===== src/design/kpar_pkg.sv =====
// ----------------------------------------------------------------------------
// kpar_pkg: shared types and constants for the keypad override/autorepeat block
// Key table, key masks, operation codes and the key-info bundle.
// ----------------------------------------------------------------------------
`default_nettype none

package kpar_pkg;

	localparam int NUM_KEYS  = 13;
	localparam int KEY_W     = 4;
	localparam int WORD_W    = 32;
	localparam int DELAY_W   = 16;
	localparam int OP_W      = 3;
	localparam int CFG_IDX_W = 2;

	localparam logic [OP_W-1:0] OP_SCAN     = 3'd0;
	localparam logic [OP_W-1:0] OP_PRESS    = 3'd1;
	localparam logic [OP_W-1:0] OP_RELEASE  = 3'd2;
	localparam logic [OP_W-1:0] OP_REL_ALL  = 3'd3;
	localparam logic [OP_W-1:0] OP_AREP_RST = 3'd4;

	localparam logic [CFG_IDX_W-1:0] CFG_FIRST_DELAY  = 2'd0;
	localparam logic [CFG_IDX_W-1:0] CFG_REPEAT_DELAY = 2'd1;

	localparam logic [DELAY_W-1:0] FIRST_DELAY_RESET  = 16'd500;
	localparam logic [DELAY_W-1:0] REPEAT_DELAY_RESET = 16'd175;

	localparam logic [WORD_W-1:0] GROUP0_MASK = 32'h0000_0300;
	localparam logic [WORD_W-1:0] GROUP1_MASK = 32'h0000_FF30;
	localparam logic [WORD_W-1:0] ALL_ONES    = 32'hFFFF_FFFF;

	// bit k describes key k+1: 1 = group 1, 0 = group 0
	localparam logic [NUM_KEYS-1:0] KEY_GRP = 13'b1111100011111;

	// entry k holds the bits of key k+1 (all key bits sit in the low half word)
	localparam logic [NUM_KEYS-1:0][15:0] KEY_BITS = {
		16'h0800, 16'h1000, 16'h2000, 16'h0020, 16'h0010, 16'h0100, 16'h0200,
		16'h0300, 16'h8000, 16'h0200, 16'h0100, 16'h0400, 16'h4000
	};

	typedef struct packed {
		logic [KEY_W-1:0]    pressed;
		logic [KEY_W-1:0]    clicked;
		logic [NUM_KEYS-1:0] down;
	} key_info_t;

endpackage

`default_nettype wire


===== src/design/kpar_keyenc.sv =====
// ----------------------------------------------------------------------------
// kpar_keyenc: key table priority encoder
// Finds the first pressed and first newly clicked key in table order.
// ----------------------------------------------------------------------------
`default_nettype none

module kpar_keyenc (
	input  wire logic [kpar_pkg::WORD_W-1:0] cur0,
	input  wire logic [kpar_pkg::WORD_W-1:0] cur1,
	input  wire logic [kpar_pkg::WORD_W-1:0] prev0,
	input  wire logic [kpar_pkg::WORD_W-1:0] prev1,
	output kpar_pkg::key_info_t              info
);

	logic [kpar_pkg::NUM_KEYS-1:0] down;
	logic [kpar_pkg::NUM_KEYS-1:0] click;

	always_comb begin
		for (int k = 0; k < kpar_pkg::NUM_KEYS; k++) begin
			if (kpar_pkg::KEY_GRP[k]) begin
				down[k]  = (cur1[15:0] & kpar_pkg::KEY_BITS[k]) == 16'h0;
				click[k] = down[k] && ((prev1[15:0] & kpar_pkg::KEY_BITS[k]) != 16'h0);
			end else begin
				down[k]  = (cur0[15:0] & kpar_pkg::KEY_BITS[k]) == 16'h0;
				click[k] = down[k] && ((prev0[15:0] & kpar_pkg::KEY_BITS[k]) != 16'h0);
			end
		end
	end

	// walk from the end so the lowest table entry wins
	always_comb begin
		info.pressed = '0;
		info.clicked = '0;
		for (int k = kpar_pkg::NUM_KEYS - 1; k >= 0; k--) begin
			if (down[k]) begin
				info.pressed = kpar_pkg::KEY_W'(k + 1);
			end
			if (click[k]) begin
				info.clicked = kpar_pkg::KEY_W'(k + 1);
			end
		end
		info.down = down;
	end

endmodule

`default_nettype wire


===== src/design/kpar_arep.sv =====
// ----------------------------------------------------------------------------
// kpar_arep: autorepeat tracker
// Holds the held key, repeat phase and last event tick; emits repeat keys.
// ----------------------------------------------------------------------------
`default_nettype none

module kpar_arep #(
	parameter int TICK_WIDTH = 32
) (
	input  wire logic                           clk,
	input  wire logic                           arst_n,
	input  wire logic                           advance,
	input  wire logic                           is_scan,
	input  wire logic                           is_arep_rst,
	input  wire kpar_pkg::key_info_t            info,
	input  wire logic [TICK_WIDTH-1:0]          now,
	input  wire logic [kpar_pkg::DELAY_W-1:0]   first_delay,
	input  wire logic [kpar_pkg::DELAY_W-1:0]   repeat_delay,
	output logic      [kpar_pkg::KEY_W-1:0]     repeat_key
);

	logic [kpar_pkg::KEY_W-1:0] held_q, held_n;
	logic                       repeating_q, repeating_n;
	logic [TICK_WIDTH-1:0]      last_q, last_n;
	logic                       held_down;
	logic [TICK_WIDTH-1:0]      elapsed;
	logic [TICK_WIDTH-1:0]      delay;

	always_comb begin
		held_down = 1'b0;
		for (int k = 0; k < kpar_pkg::NUM_KEYS; k++) begin
			if (held_q == kpar_pkg::KEY_W'(k + 1)) begin
				held_down = info.down[k];
			end
		end
	end

	assign elapsed = now - last_q;
	assign delay   = TICK_WIDTH'(repeating_q ? repeat_delay : first_delay);

	always_comb begin
		held_n      = held_q;
		repeating_n = repeating_q;
		last_n      = last_q;
		repeat_key  = '0;
		if (is_scan) begin
			if (info.clicked != '0) begin
				held_n      = info.clicked;
				repeating_n = 1'b0;
				last_n      = now;
				repeat_key  = info.clicked;
			end else if (held_down) begin
				if (elapsed > delay) begin
					repeating_n = 1'b1;
					last_n      = now;
					repeat_key  = held_q;
				end
			end else begin
				held_n = '0;
			end
		end else if (is_arep_rst) begin
			held_n = '0;
		end
	end

	always_ff @(posedge clk or negedge arst_n) begin
		if (!arst_n) begin
			held_q      <= '0;
			repeating_q <= 1'b0;
			last_q      <= '0;
		end else if (advance) begin
			held_q      <= held_n;
			repeating_q <= repeating_n;
			last_q      <= last_n;
		end
	end

endmodule

`default_nettype wire


===== src/design/keypad_override_autorepeat.sv =====
// ----------------------------------------------------------------------------
// keypad_override_autorepeat: keypad scanner with key injection and autorepeat
// Scans two key groups, merges injected keys, reports pressed/clicked/repeat.
// ----------------------------------------------------------------------------
// Usage:
//   Requests enter on the s_ stream: tuser carries the operation (scan,
//   inject press, inject release, release all injected, reset autorepeat),
//   tdata the raw words, override flag, tick and key index. Every request
//   yields exactly one result on the m_ stream.
//   An accepted request passes through one input register, then the key
//   table search and state update feed the result register.
//   Throughput is one request per cycle; the input register advances
//   whenever the result register is empty or being taken.
//   When m_tready drops, the result register holds, the input register
//   fills, and s_tready then drops until the result is taken.
//   The cfg channel is always ready; write the two delay registers only
//   while no request is in flight.
//   Reset clears both stages, sets all key words to released, clears the
//   held key and loads the delays with 500 and 175 ticks.
// ----------------------------------------------------------------------------
`default_nettype none

module keypad_override_autorepeat #(
	parameter int TICK_WIDTH = 32
) (
	input  wire logic         clk,
	input  wire logic         arst_n,
	// request stream
	input  wire logic         s_tvalid,
	output logic              s_tready,
	// [31:0] raw_group0, [63:32] raw_group1, [64] override_active,
	// [96:65] now_tick, [100:97] key_index, [103:101] zero
	input  wire logic [103:0] s_tdata,
	// [2:0] operation
	input  wire logic [2:0]   s_tuser,
	// result stream
	output logic              m_tvalid,
	input  wire logic         m_tready,
	// [31:0] status_group0, [63:32] status_group1, [67:64] pressed_key,
	// [71:68] clicked_key, [75:72] repeat_key, [79:76] zero
	output logic [79:0]       m_tdata,
	// configuration writes
	input  wire logic         cfg_valid,
	output logic              cfg_ready,
	input  wire logic [1:0]   cfg_index,
	input  wire logic [15:0]  cfg_data
);

	localparam int NOW_W = (TICK_WIDTH < 32) ? TICK_WIDTH : 32;

	// input stage
	logic         valid_s1;
	logic [103:0] data_s1;
	logic [2:0]   op_s1;
	logic         advance;

	// result stage
	logic        valid_q;
	logic [79:0] result_q;

	// state
	logic [31:0] cur0_q, cur1_q, inj0_q, inj1_q;
	logic [15:0] first_delay_q, repeat_delay_q;

	// next-state and result logic
	logic                    is_scan, is_press, is_release, key_ok;
	logic [31:0]             raw0, raw1, cur0_n, cur1_n, inj0_n, inj1_n;
	logic [31:0]             stat0, stat1;
	logic                    ovr;
	logic [31:0]             now_raw;
	logic [TICK_WIDTH-1:0]   now_t;
	logic [3:0]              key;
	logic [15:0]             key_bits;
	logic                    key_grp;
	logic [3:0]              repeat_key;
	kpar_pkg::key_info_t     info;

	assign advance   = valid_s1 && (!valid_q || m_tready);
	assign s_tready  = !valid_s1 || advance;
	assign m_tvalid  = valid_q;
	assign m_tdata   = result_q;
	assign cfg_ready = 1'b1;

	always_ff @(posedge clk or negedge arst_n) begin
		if (!arst_n) begin
			valid_s1 <= 1'b0;
		end else if (s_tready) begin
			valid_s1 <= s_tvalid;
		end
	end

	always_ff @(posedge clk) begin
		if (s_tready && s_tvalid) begin
			data_s1 <= s_tdata;
			op_s1   <= s_tuser;
		end
	end

	assign raw0    = data_s1[31:0];
	assign raw1    = data_s1[63:32];
	assign ovr     = data_s1[64];
	assign now_raw = data_s1[96:65];
	assign key     = data_s1[100:97];
	assign now_t   = TICK_WIDTH'(now_raw[NOW_W-1:0]);

	assign is_scan    = op_s1 == kpar_pkg::OP_SCAN;
	assign is_press   = op_s1 == kpar_pkg::OP_PRESS;
	assign is_release = op_s1 == kpar_pkg::OP_RELEASE;
	assign key_ok     = (key != 4'd0) && (key <= 4'(kpar_pkg::NUM_KEYS));

	always_comb begin
		key_bits = '0;
		key_grp  = 1'b0;
		for (int k = 0; k < kpar_pkg::NUM_KEYS; k++) begin
			if (key == 4'(k + 1)) begin
				key_bits = kpar_pkg::KEY_BITS[k];
				key_grp  = kpar_pkg::KEY_GRP[k];
			end
		end
	end

	assign cur0_n = is_scan ? raw0 : cur0_q;
	assign cur1_n = is_scan ? raw1 : cur1_q;

	always_comb begin
		inj0_n = inj0_q;
		inj1_n = inj1_q;
		if ((is_press || is_release) && key_ok) begin
			if (key_grp) begin
				inj1_n = is_press ? (inj1_q & ~{16'h0, key_bits}) : (inj1_q | {16'h0, key_bits});
			end else begin
				inj0_n = is_press ? (inj0_q & ~{16'h0, key_bits}) : (inj0_q | {16'h0, key_bits});
			end
		end else if (op_s1 == kpar_pkg::OP_REL_ALL) begin
			inj0_n = inj0_q | kpar_pkg::GROUP0_MASK;
			inj1_n = inj1_q | kpar_pkg::GROUP1_MASK;
		end
	end

	// merge injected bits under the key masks
	assign stat0 = ovr ? ((cur0_n & ~kpar_pkg::GROUP0_MASK) | (inj0_n & kpar_pkg::GROUP0_MASK))
	                   : cur0_n;
	assign stat1 = ovr ? ((cur1_n & ~kpar_pkg::GROUP1_MASK) | (inj1_n & kpar_pkg::GROUP1_MASK))
	                   : cur1_n;

	// on a scan the words held so far become the previous words
	kpar_keyenc u_keyenc (
		.cur0  (cur0_n),
		.cur1  (cur1_n),
		.prev0 (cur0_q),
		.prev1 (cur1_q),
		.info  (info)
	);

	kpar_arep #(
		.TICK_WIDTH (TICK_WIDTH)
	) u_arep (
		.clk          (clk),
		.arst_n       (arst_n),
		.advance      (advance),
		.is_scan      (is_scan),
		.is_arep_rst  (op_s1 == kpar_pkg::OP_AREP_RST),
		.info         (info),
		.now          (now_t),
		.first_delay  (first_delay_q),
		.repeat_delay (repeat_delay_q),
		.repeat_key   (repeat_key)
	);

	always_ff @(posedge clk or negedge arst_n) begin
		if (!arst_n) begin
			cur0_q  <= kpar_pkg::ALL_ONES;
			cur1_q  <= kpar_pkg::ALL_ONES;
			inj0_q  <= kpar_pkg::ALL_ONES;
			inj1_q  <= kpar_pkg::ALL_ONES;
		end else if (advance) begin
			cur0_q <= cur0_n;
			cur1_q <= cur1_n;
			inj0_q <= inj0_n;
			inj1_q <= inj1_n;
		end
	end

	always_ff @(posedge clk or negedge arst_n) begin
		if (!arst_n) begin
			first_delay_q  <= kpar_pkg::FIRST_DELAY_RESET;
			repeat_delay_q <= kpar_pkg::REPEAT_DELAY_RESET;
		end else if (cfg_valid && cfg_ready) begin
			if (cfg_index == kpar_pkg::CFG_FIRST_DELAY) begin
				first_delay_q <= cfg_data;
			end else if (cfg_index == kpar_pkg::CFG_REPEAT_DELAY) begin
				repeat_delay_q <= cfg_data;
			end
		end
	end

	always_ff @(posedge clk or negedge arst_n) begin
		if (!arst_n) begin
			valid_q <= 1'b0;
		end else if (advance) begin
			valid_q <= 1'b1;
		end else if (m_tready) begin
			valid_q <= 1'b0;
		end
	end

	always_ff @(posedge clk) begin
		if (advance) begin
			result_q <= {4'h0, repeat_key, (is_scan ? info.clicked : 4'h0), info.pressed,
			             stat1, stat0};
		end
	end

endmodule

`default_nettype wire


===== config.mk =====
export PLATFORM = sky130hd
export DESIGN_NAME = keypad_override_autorepeat
export DESIGN_NICKNAME = d
export VERILOG_FILES = /design/src/design/kpar_pkg.sv /design/src/design/kpar_keyenc.sv /design/src/design/kpar_arep.sv /design/src/design/keypad_override_autorepeat.sv
export SDC_FILE = /design/constraint.sdc
export NUM_CORES = 1
export LEC_CHECK = 0
export BUFFER_PORTS_ARGS = -buffer_cell sky130_fd_sc_hd__buf_2
export CORE_MARGIN = 2
export CORE_UTILIZATION = 55
export CTS_CLUSTER_SIZE = 25
export DETAILED_ROUTE_END_ITERATION = 6
export GPL_ROUTABILITY_DRIVEN = 0
export GPL_TIMING_DRIVEN = 0
export PLACE_DENSITY = 0.76
export SETUP_SLACK_MARGIN = 0.2
export SLEW_MARGIN = 20
export SYNTH_ARGS = -nofsm -noshare
export SYNTH_HDL_FRONTEND = slang
export SYNTH_SLANG_ARGS = --single-unit

===== constraint.sdc =====
create_clock -name clk -period 11.75 [get_ports clk]
set_input_delay 1.175 -clock clk [delete_from_list [all_inputs] [get_ports clk]]
set_output_delay 1.175 -clock clk [all_outputs]
set_load 0.01 [all_outputs]

# After elaboration in Yosys (flattened, before gate mapping)
# Index checks and enable logic that the tools add are counted.
# totals
reg_bits	379
# classes
add_sub_neg	1
n_lt_le_gt_ge	2
eq_ne	32
n_mux	92
n_bitwise	9
n_reduce_logical	52
# op_table
cell	count
$mux W32	13
$logic_not A16 Y1	13
$mux W16	11
$mux W4	26
$or A32 B16 Y32	3
$and A32 B32 Y32	2
$mux W15	4
$eq A4 B4 Y1 const B	12
$eq A4 B3 Y1 const B	8
$gt A32 B32 Y1	1
$not A16 Y32	1
$or A32 B10 Y32	1
$sub A32 B32 Y32	1
$mux W1	31
$logic_and A1 B1 Y1	17
$eq A4 B2 Y1 const B	4
$reduce_bool A16 Y1	1
$mux W3	4
$reduce_and A3 Y1	4
$mux W10	1
$eq A4 B1 Y1 const B	2
$reduce_bool A2 Y1	4
$reduce_bool A4 Y1	2
$reduce_or A7 Y1	1
other kinds (15)	21

# Logic depth before layout (Yosys ltp)
# Gate-level depths: netlist (run 1).
# logic_depth
depth_word	21
ltp_mapped	24
depth_no_buf	21

# Cells and area by module
# A second synthesis (run 1) with hierarchy kept.
# unflattened
cells_unflattened	1390
hier_area_um2	16221.8
# modules_own_cells
module	n_inst	cells_each	area_each_um2
keypad_override_autorepeat	1	759	11227.0
kpar_arep	1	567	4623.2
kpar_keyenc	1	64	371.6

# Worst setup path after synthesis (run 1)
# OpenSTA, ideal clock, no wires.
# synth_timing
path_kind	reg2reg
from	reg data_s1[68]
to	reg result_q[75], in the netlist m_tdata[75], data pin
setup_ns	0.256
arrival_time_ns	4.386
t_required_ns	11.494
setup_slack_ns	7.108
stages_incl_launch_ff	22
n_path_buf	1
cell_sequence	edfxtp_1 -> ha_1 -> and2_1 -> a221oi_2 -> a21oi_2 -> nor2_1 -> o21ai_0 -> a21o_1 -> a21oi_1 -> xnor2_1 -> ha_1 -> a41o_1 -> a21oi_1 -> o221ai_1 -> o31a_1 -> a2111oi_0 -> o21ai_0 -> nor4_1 -> and4_1 -> buf_2 -> nand3b_1 -> a31o_2
# synth_between
elab_chain_len	5
# synth_lines
element	line	rtl
start: declaration	keypad_override_autorepeat.sv:53	logic [103:0] data_s1;
start signal: assignment	keypad_override_autorepeat.sv:94	data_s1 <= s_tdata;
$sub A32 B32 Y32	kpar_arep.sv:38	assign elapsed = now - last_q;
$gt A32 B32 Y1	kpar_arep.sv:53	if (elapsed > delay) begin
$mux W4	kpar_arep.sv:53	
$mux W4	kpar_arep.sv:52	end else if (held_down) begin
$mux W4	kpar_arep.sv:47	if (info.clicked != '0) begin
end signal: assignment	keypad_override_autorepeat.sv:209	result_q <= {4'h0, repeat_key, (is_scan ? info.clicked : 4'h0), info.pressed,
end: declaration	keypad_override_autorepeat.sv:59	logic [79:0] result_q;
# Every way passes these cells.
# A chain may end at the register's enable or synchronous reset.

# Worst setup path in the final report (run 1)
# layout_timing
from	reg data_s1[68]
to	reg result_q[73], in the netlist m_tdata[73], data pin
# The elaborated chain is that of the path after synthesis.

==> metrics.cfg, run 1 <==
[sta]
tns_ps=0
drv_slew=0
fmax_mhz=172
hold_viol=0
grt_setup_unrepaired=false
maxSlewHeadroom_pct=30.7
setup_viol=0
worstMarginPinSlew_ps=1040
min_period_ps=5830
fin_worst_skew_ps=24.0
fin_crit_sh_pct=49.6

[yosys]
synth-xor-area-share_pct=1.12
synth_mux_area_share_pct=9.24
synth.avg_cell_area_sq_um=11.5
synth_top_area_share_pct=33.0
synth-simple-area-share_pct=12.7
seq_area_frac_synth_pct=56.2
syn_inst=1420
synth_warnings=0
synth.most_common_cell=nand2_1
yosys.area.top_type=edfxtp_1
synth_compound_area_share_pct=13.5
synth_edf_count=180
synth_flop_cell=edfxtp_1
yosys.area_share.adder_pct=3.72
async_reset_ff_share_pct=45.0
synth_top_family_by_area=compound AO/OA/AOI/OAI gates
synth_area_leaders=edfxtp_1 (33%), dfstp_2 (14%), dfrtp_1 (9.0%)
synth_cell_types=74
synthTopCellsByCount=nand2_1 (263), edfxtp_1 (180), mux2_2 (100), dfstp_2 (88), a21oi_1 (67)
synthesis.area_sq_mm=0.0164
synth-seq-cells=327

[clock_network]
clk-insertion-delay-late_ps=530
clock_path_buffers=3
cts_tree=done
numCtsBuffers=35
post_cts_buffers=0
cts.reportedPaths.clkPinSlew_ps=60
hold_buffers=0
htreeDepth=2
cts_root_buffer=clkbuf_16
cts_resized=0
cts_num_sinks=327

[route]
first_pass_iters=5
wl_met2_microns=18800
first_iter_violations=873
routed_via_density=5.77
dr_total_vias=12000
wl_met3_microns=2730
wl_met1_microns=16000
antenna_left=0
wl_microns=38600
wl_per_cell_microns=18.5
drc=0
dr.max_layer_used=met5

[worst_hold_path]
hold_class=flip-flop to flip-flop
hold_path.startpoint=inj1_q[11]

[worst_setup_path]
worst_ep_required_time_ps=12010
cp_max_fo=7
crit_path_start_kind=flip-flop
r2r_start=data_s1[68]
critPathKind=flip-flop to flip-flop
ff2ff_setup_slack_ps=5920
crit_start=data_s1[68]
arrival_ps=6090
critical_path.endpoint_type=flip-flop

[floorplanning]
design.core.area_sq_mm=0.0295
rows=63
die-area_sq_mm=0.0311
ios=213
dieWidth_microns=176
dieHeight_microns=176
initial_utilization_pct=55.5

[global_routing]
grt_overflow=0
antenna_found_initial=9
grt_pass1_vias=12400
grt_usage_pct=24.9
grt_pass1_wl_microns=62200
grt_max_degree=87

[power]
p_per_area_mw_per_mm2=213
irDropWorstVdd_mv=0.162
p_leak_nw=7.91
p_total_mw=4.09

[finish]
area_growth_pct=17.2
nNetsFinal=1846
drive_above_1_share_pct=30.8
postLayoutCellArea_sq_mm=0.0192

[place]
port_buffers=204
placed_cell_area_sq_mm=0.0180
place_hpwl_microns=27300

[run_status]
outcome=complete, no violations

[flow_run]
max_cap_violations=0

final timing paths:
| kind | cells after the start | to |
|---|---|---|
| hold / removal | 2 | inj1_q[11] |
| setup reg to reg | 21 | m_tdata[73] |
| max in group asynchronous | 2 | inj1_q[11] |
| setup / recovery | 21 | m_tdata[73] |
| min in group asynchronous | 1 | u_arep.last_q[15] |
| hold reg to reg | 2 | inj1_q[11] |
report_power, final:
part / leakage, nW / switching, mW / internal, mW / total [mW]
sequential: 3.40 / 0.133 / 1.51 / 1.65
combinational: 3.94 / 0.769 / 0.564 / 1.33
clock: 0.567 / 0.460 / 0.654 / 1.11
state kept, by name, summed over array words and instances, names as in the netlist:
| register | count |
|---|---|
| cur0_q | 32 |
| cur1_q | 32 |
| data_s1 | 101 |
| first_delay_q | 16 |
| inj0_q | 2 |
| inj1_q | 10 |
| m_tdata | 76 |
| m_tvalid | 1 |
| op_s1 | 3 |
| repeat_delay_q | 16 |
| u_arep.held_q | 4 |
| u_arep.last_q | 32 |
| u_arep.repeating_q | 1 |
| valid_s1 | 1 |
logic make-up after synthesis:
family,count (synthesis)
other,2
DFF,327
adders and majority gates,48
xor gates and xnor gates,21
muxes,136
AOI/OAI and AO/OA,306
and+or+nand+nor,449
buffers and inverters,131
per-stage QoR:
step | util, % | hold WS, ps | setup WS, ps | instances
after floorplan | - | 457 | 7110 | 1423
after global placement | 60.7 | 471 | 5180 | 2017
after detailed placement | 61.0 | 475 | 6070 | 2021
after CTS | 65.0 | 485 | 6060 | 2084
after global routing | 65.0 | 508 | 5590 | 2085
final | 65.1 | 481 | 5920 | 2089
worst max-delay path, stage by stage (launching register included):
cell	delay, ps
edfxtp_1	440
ha_1	380
and2_1	210
a221oi_2	320
a21oi_2	130
nor2_1	190
o21ai_0	210
a21o_1	220
a21oi_1	170
xnor2_1	90
ha_1	340
a41o_1	250
a21oi_1	160
o221ai_1	180
o31a_1	350
a2111oi_0	410
o21ai_0	180
nor4_1	390
and4_1	230
buf_2	170
nand3b_1	220
a31o_2	330
routing by layer:
| layer | GRT usage [%] | vias up |
|---|---|---|
| met2 | 42.2 | 388 |
| li1 | - | 5678 |
| met5 | 0 | - |
| met1 | 31.5 | 5884 |
| met4 | 7.95 | 8 |
| met3 | 6.07 | 87 |
placed cells by master, fill, tap and decap left out, types with 6 or more instances in the layout:
master	synthesis	final
a41oi_1	33	33
dfstp_2	88	88
buf_1	8	8
buf_4	7	7
a31oi_1	10	10
o211ai_1	18	18
buf_2	17	220
xor2_1	9	9
clkbuf_1	44	49
nand3b_1	6	6
nand4_1	7	7
and3_1	10	10
nand2b_1	21	21
a22oi_1	32	32
a21o_1	14	14
and2_1	41	40
or3_1	6	6
inv_1	52	51
nor2b_1	14	14
clkbuf_16	0	36
a21oi_1	67	67
edfxtp_1	180	180
ha_1	47	47
nor3_1	16	16
nand2_1	263	263
o22ai_1	12	12
dfrtp_1	59	59
mux2i_1	34	34
o211ai_2	21	21
a211oi_1	7	7
xnor2_1	12	12
nor2_1	37	37
mux2_2	100	100
o21ai_0	42	42
nand3_1	14	14
area by class of cell:
class / count / area, sq um
Fill cell: 2231 / 10300
Sequential cell: 327 / 9190
Multi-Input combinational cell: 965 / 6620
Timing Repair Buffer: 208 / 1130
Clock buffer: 44 / 961
Tap cell: 390 / 488
Buffer: 79 / 367
Clock inverter: 19 / 216
Inverter: 52 / 198
Antenna cell: 5 / 12.5
Note: power is estimated with default switching activity, not from simulation.
==> run 2, diff against run 1 <==
--- a/config.mk
+++ b/config.mk
@@ -7,12 +7,12 @@
 export LEC_CHECK = 0
 export BUFFER_PORTS_ARGS = -buffer_cell sky130_fd_sc_hd__buf_2
 export CORE_MARGIN = 2
-export CORE_UTILIZATION = 55
+export CORE_UTILIZATION = 53
 export CTS_CLUSTER_SIZE = 25
 export DETAILED_ROUTE_END_ITERATION = 6
 export GPL_ROUTABILITY_DRIVEN = 0
 export GPL_TIMING_DRIVEN = 0
-export PLACE_DENSITY = 0.76
+export PLACE_DENSITY = 0.77
 export SETUP_SLACK_MARGIN = 0.2
 export SLEW_MARGIN = 20
 export SYNTH_ARGS = -nofsm -noshare
==> constraint.sdc (replaced) <==
create_clock -name clk -period 5.27 [get_ports clk]
set_input_delay 0.527 -clock clk [delete_from_list [all_inputs] [get_ports clk]]
set_output_delay 0.527 -clock clk [all_outputs]
set_load 0.01 [all_outputs]
==> run 2 against run 1 <==
Effect of this change: highest routed layer unchanged; core utilization decreased by 0.84 points; combinational power increased by 140%; final cell count increased by 1.5%; via count increased by 1.6%; power increased by 130%; critical path depth unchanged; setup slack got worse by 5700 ps; fmax increased by 15%.
==> metrics.cfg, run 2 (synthesized netlist as in run 1, its figures left out) <==
[worst_setup_path]
critPathKind=flip-flop to flip-flop
cp_max_fo=5  ; -2
arrival_ps=5310  ; -780 ps
crit_path_cell_trace=inv_1 -> ha_2 -> fa_2 -> nand2b_4 -> a21oi_4 -> nand2b_1 -> and3_1 -> nor2b_1 -> xnor2_1 -> ha_1 -> a41o_1 -> a21oi_2 -> o221ai_2 -> o31a_1 -> a2111oi_2 -> o21ai_1 -> nor4_2 -> and4_1 -> buf_6 -> nand3b_1 -> a31o_2
crit_path_start_kind=flip-flop
critPathMaxStageDelay_ps=450  ; about the same
ff2ff_path_depth=21  ; unchanged
worst_ep_required_time_ps=5540  ; -6470 ps
critical_path.endpoint_type=flip-flop
cp_num_buf_inv=2  ; +1
cpMaxStageDelayCell=edfxtp_1
path_depth=21  ; unchanged
crit_family=compound AO/OA/AOI/OAI gates

[sta]
fin_crit_sh_pct=95.8  ; +46 points
fin_ws_ps=224  ; -5700 ps
min_period_ps=5050  ; -779 ps
fin_worst_skew_ps=23.5  ; -0.591 ps
worstMarginPinSlew_ps=991  ; -45.6 ps
grt_setup_unrepaired=true
setup_viol=0  ; unchanged
maxSlewHeadroom_pct=33.8  ; +3.0 points
fmax_mhz=198  ; +15%
drv_slew=0  ; unchanged
tns_ps=0  ; unchanged
hold_viol=0  ; unchanged

[worst_hold_path]
holdPathStages=1  ; -1
hold_class=input pin to flip-flop

[finish]
top_register=data_s1
area_growth_pct=19.8
final_core_util_pct=64.2  ; -0.84 points
finalNonFillerCells=2121  ; +1.5%
drive_above_1_share_pct=33.1  ; +2.4 points
layout_commonest_cell=nand2_1
mostFrequentLayoutCells=nand2_1 (263), buf_2 (217), edfxtp_1 (180)
nNetsFinal=1870  ; +1.3%
largest_reg_flops=101  ; unchanged

[power]
p_leak_nw=8.07  ; +2.0%
p_total_mw=9.38  ; +130%
irDropWorstVdd_mv=0.324  ; +100%
p_per_area_mw_per_mm2=479  ; +120%

[global_routing]
grt_pass1_vias=12300  ; -0.59%
grt_overflow=0  ; unchanged
grt_pass1_wl_microns=63900  ; +2.8%
grt_max_degree=84  ; -3.4%
grt_usage_pct=24.2  ; -0.71 points
antenna_found_initial=12  ; +3

[flow_run]
max_cap_violations=0  ; unchanged

[route]
first_pass_iters=5  ; unchanged
wl_microns=39800  ; +3.0%
wl_per_cell_microns=18.8  ; +1.5%
dr_total_vias=12200  ; +1.6%
drc=0  ; unchanged
first_iter_violations=913  ; +4.6%
routed_via_density=5.77  ; about the same
antenna_left=0  ; unchanged

[floorplanning]
design.core.area_sq_mm=0.0305  ; +3.5%
dieWidth_microns=180  ; +1.8%
rows=64  ; +1.6%
dieHeight_microns=180  ; +1.8%
initial_utilization_pct=53.6  ; -1.9 points
die-area_sq_mm=0.0323  ; +3.7%
ios=213  ; unchanged

[clock_network]
clk-insertion-delay-late_ps=530  ; about the same
htreeDepth=2  ; unchanged
cts_root_buffer=clkbuf_16
clock_path_buffers=3  ; unchanged
cts.reportedPaths.clkPinSlew_ps=60  ; about the same
cts_num_sinks=327  ; unchanged
numCtsBuffers=36  ; +2.9%
cts_tree=done

[place]
dp.cells=2027  ; +0.30%
port_buffers=204  ; unchanged
pre_cts_slack_ps=-401  ; -6470 ps
place_hpwl_microns=27400  ; +0.36%

[run_status]
outcome=complete, no violations

[run 2: final timing paths]
check                           slack, ps                 to        start
worst max-delay path                  220        m_tdata[72]  data_s1[65]
worst min-delay path                  170         data_s1[8]   s_tdata[8]
worst max register to register        220        m_tdata[72]  data_s1[65]
worst min register to register        480          inj0_q[8]    inj0_q[8]
max in group asynchronous            3910          inj1_q[4]       arst_n
min in group asynchronous             520  u_arep.last_q[15]       arst_n
[run 2: final cells by class]
cell class	instances	area [sq um]
Clock inverter	18	183
Multi-Input combinational cell	965	6740
Antenna cell	5	12.5
Clock buffer	48	1010
Sequential cell	327	9200
Tap cell	396	495
Fill cell	2347	10900
Inverter	52	198
Buffer	79	407
Timing Repair Buffer	231	1360
[run 2: power by group]
group | leakage, nW | internal (mW) | total [mW] | switching, mW
Combinational | 4.09 | 1.37 | 3.20 | 1.83
Sequential | 3.40 | 3.38 | 3.67 | 0.295
Clock | 0.577 | 1.46 | 2.51 | 1.05
Total | 8.07 | 6.21 | 9.38 | 3.18
[run 2: layer usage]
layer | vias to the layer above | routed length (microns) | track usage (%)
li1 | 5729 | - | -
met1 | 5972 | 16400 | 31.2
met2 | 442 | 19600 | 40.8
met3 | 81 | 2840 | 5.53
met4 | 14 | 841 | 7.19
met5 | - | 83 | 0
[run 2: what timing repair did]
action	in CTS	in global routing
pin swaps	8	29
hold buffers	1	0
resized for setup	11	29
hold endpoints to repair	17	0
gates cloned	0	3
setup buffers	4	15
setup endpoints to repair	37	36
[run 2: per-stage QoR]
step / hold slack (ps) / cell area [sq um]
CTS: 156 / 19300
detailed placement: 477 / 18000
global placement: 468 / 17900
floorplan: 231 / 16400
global route: 150 / 19600
finish: 166 / 19600
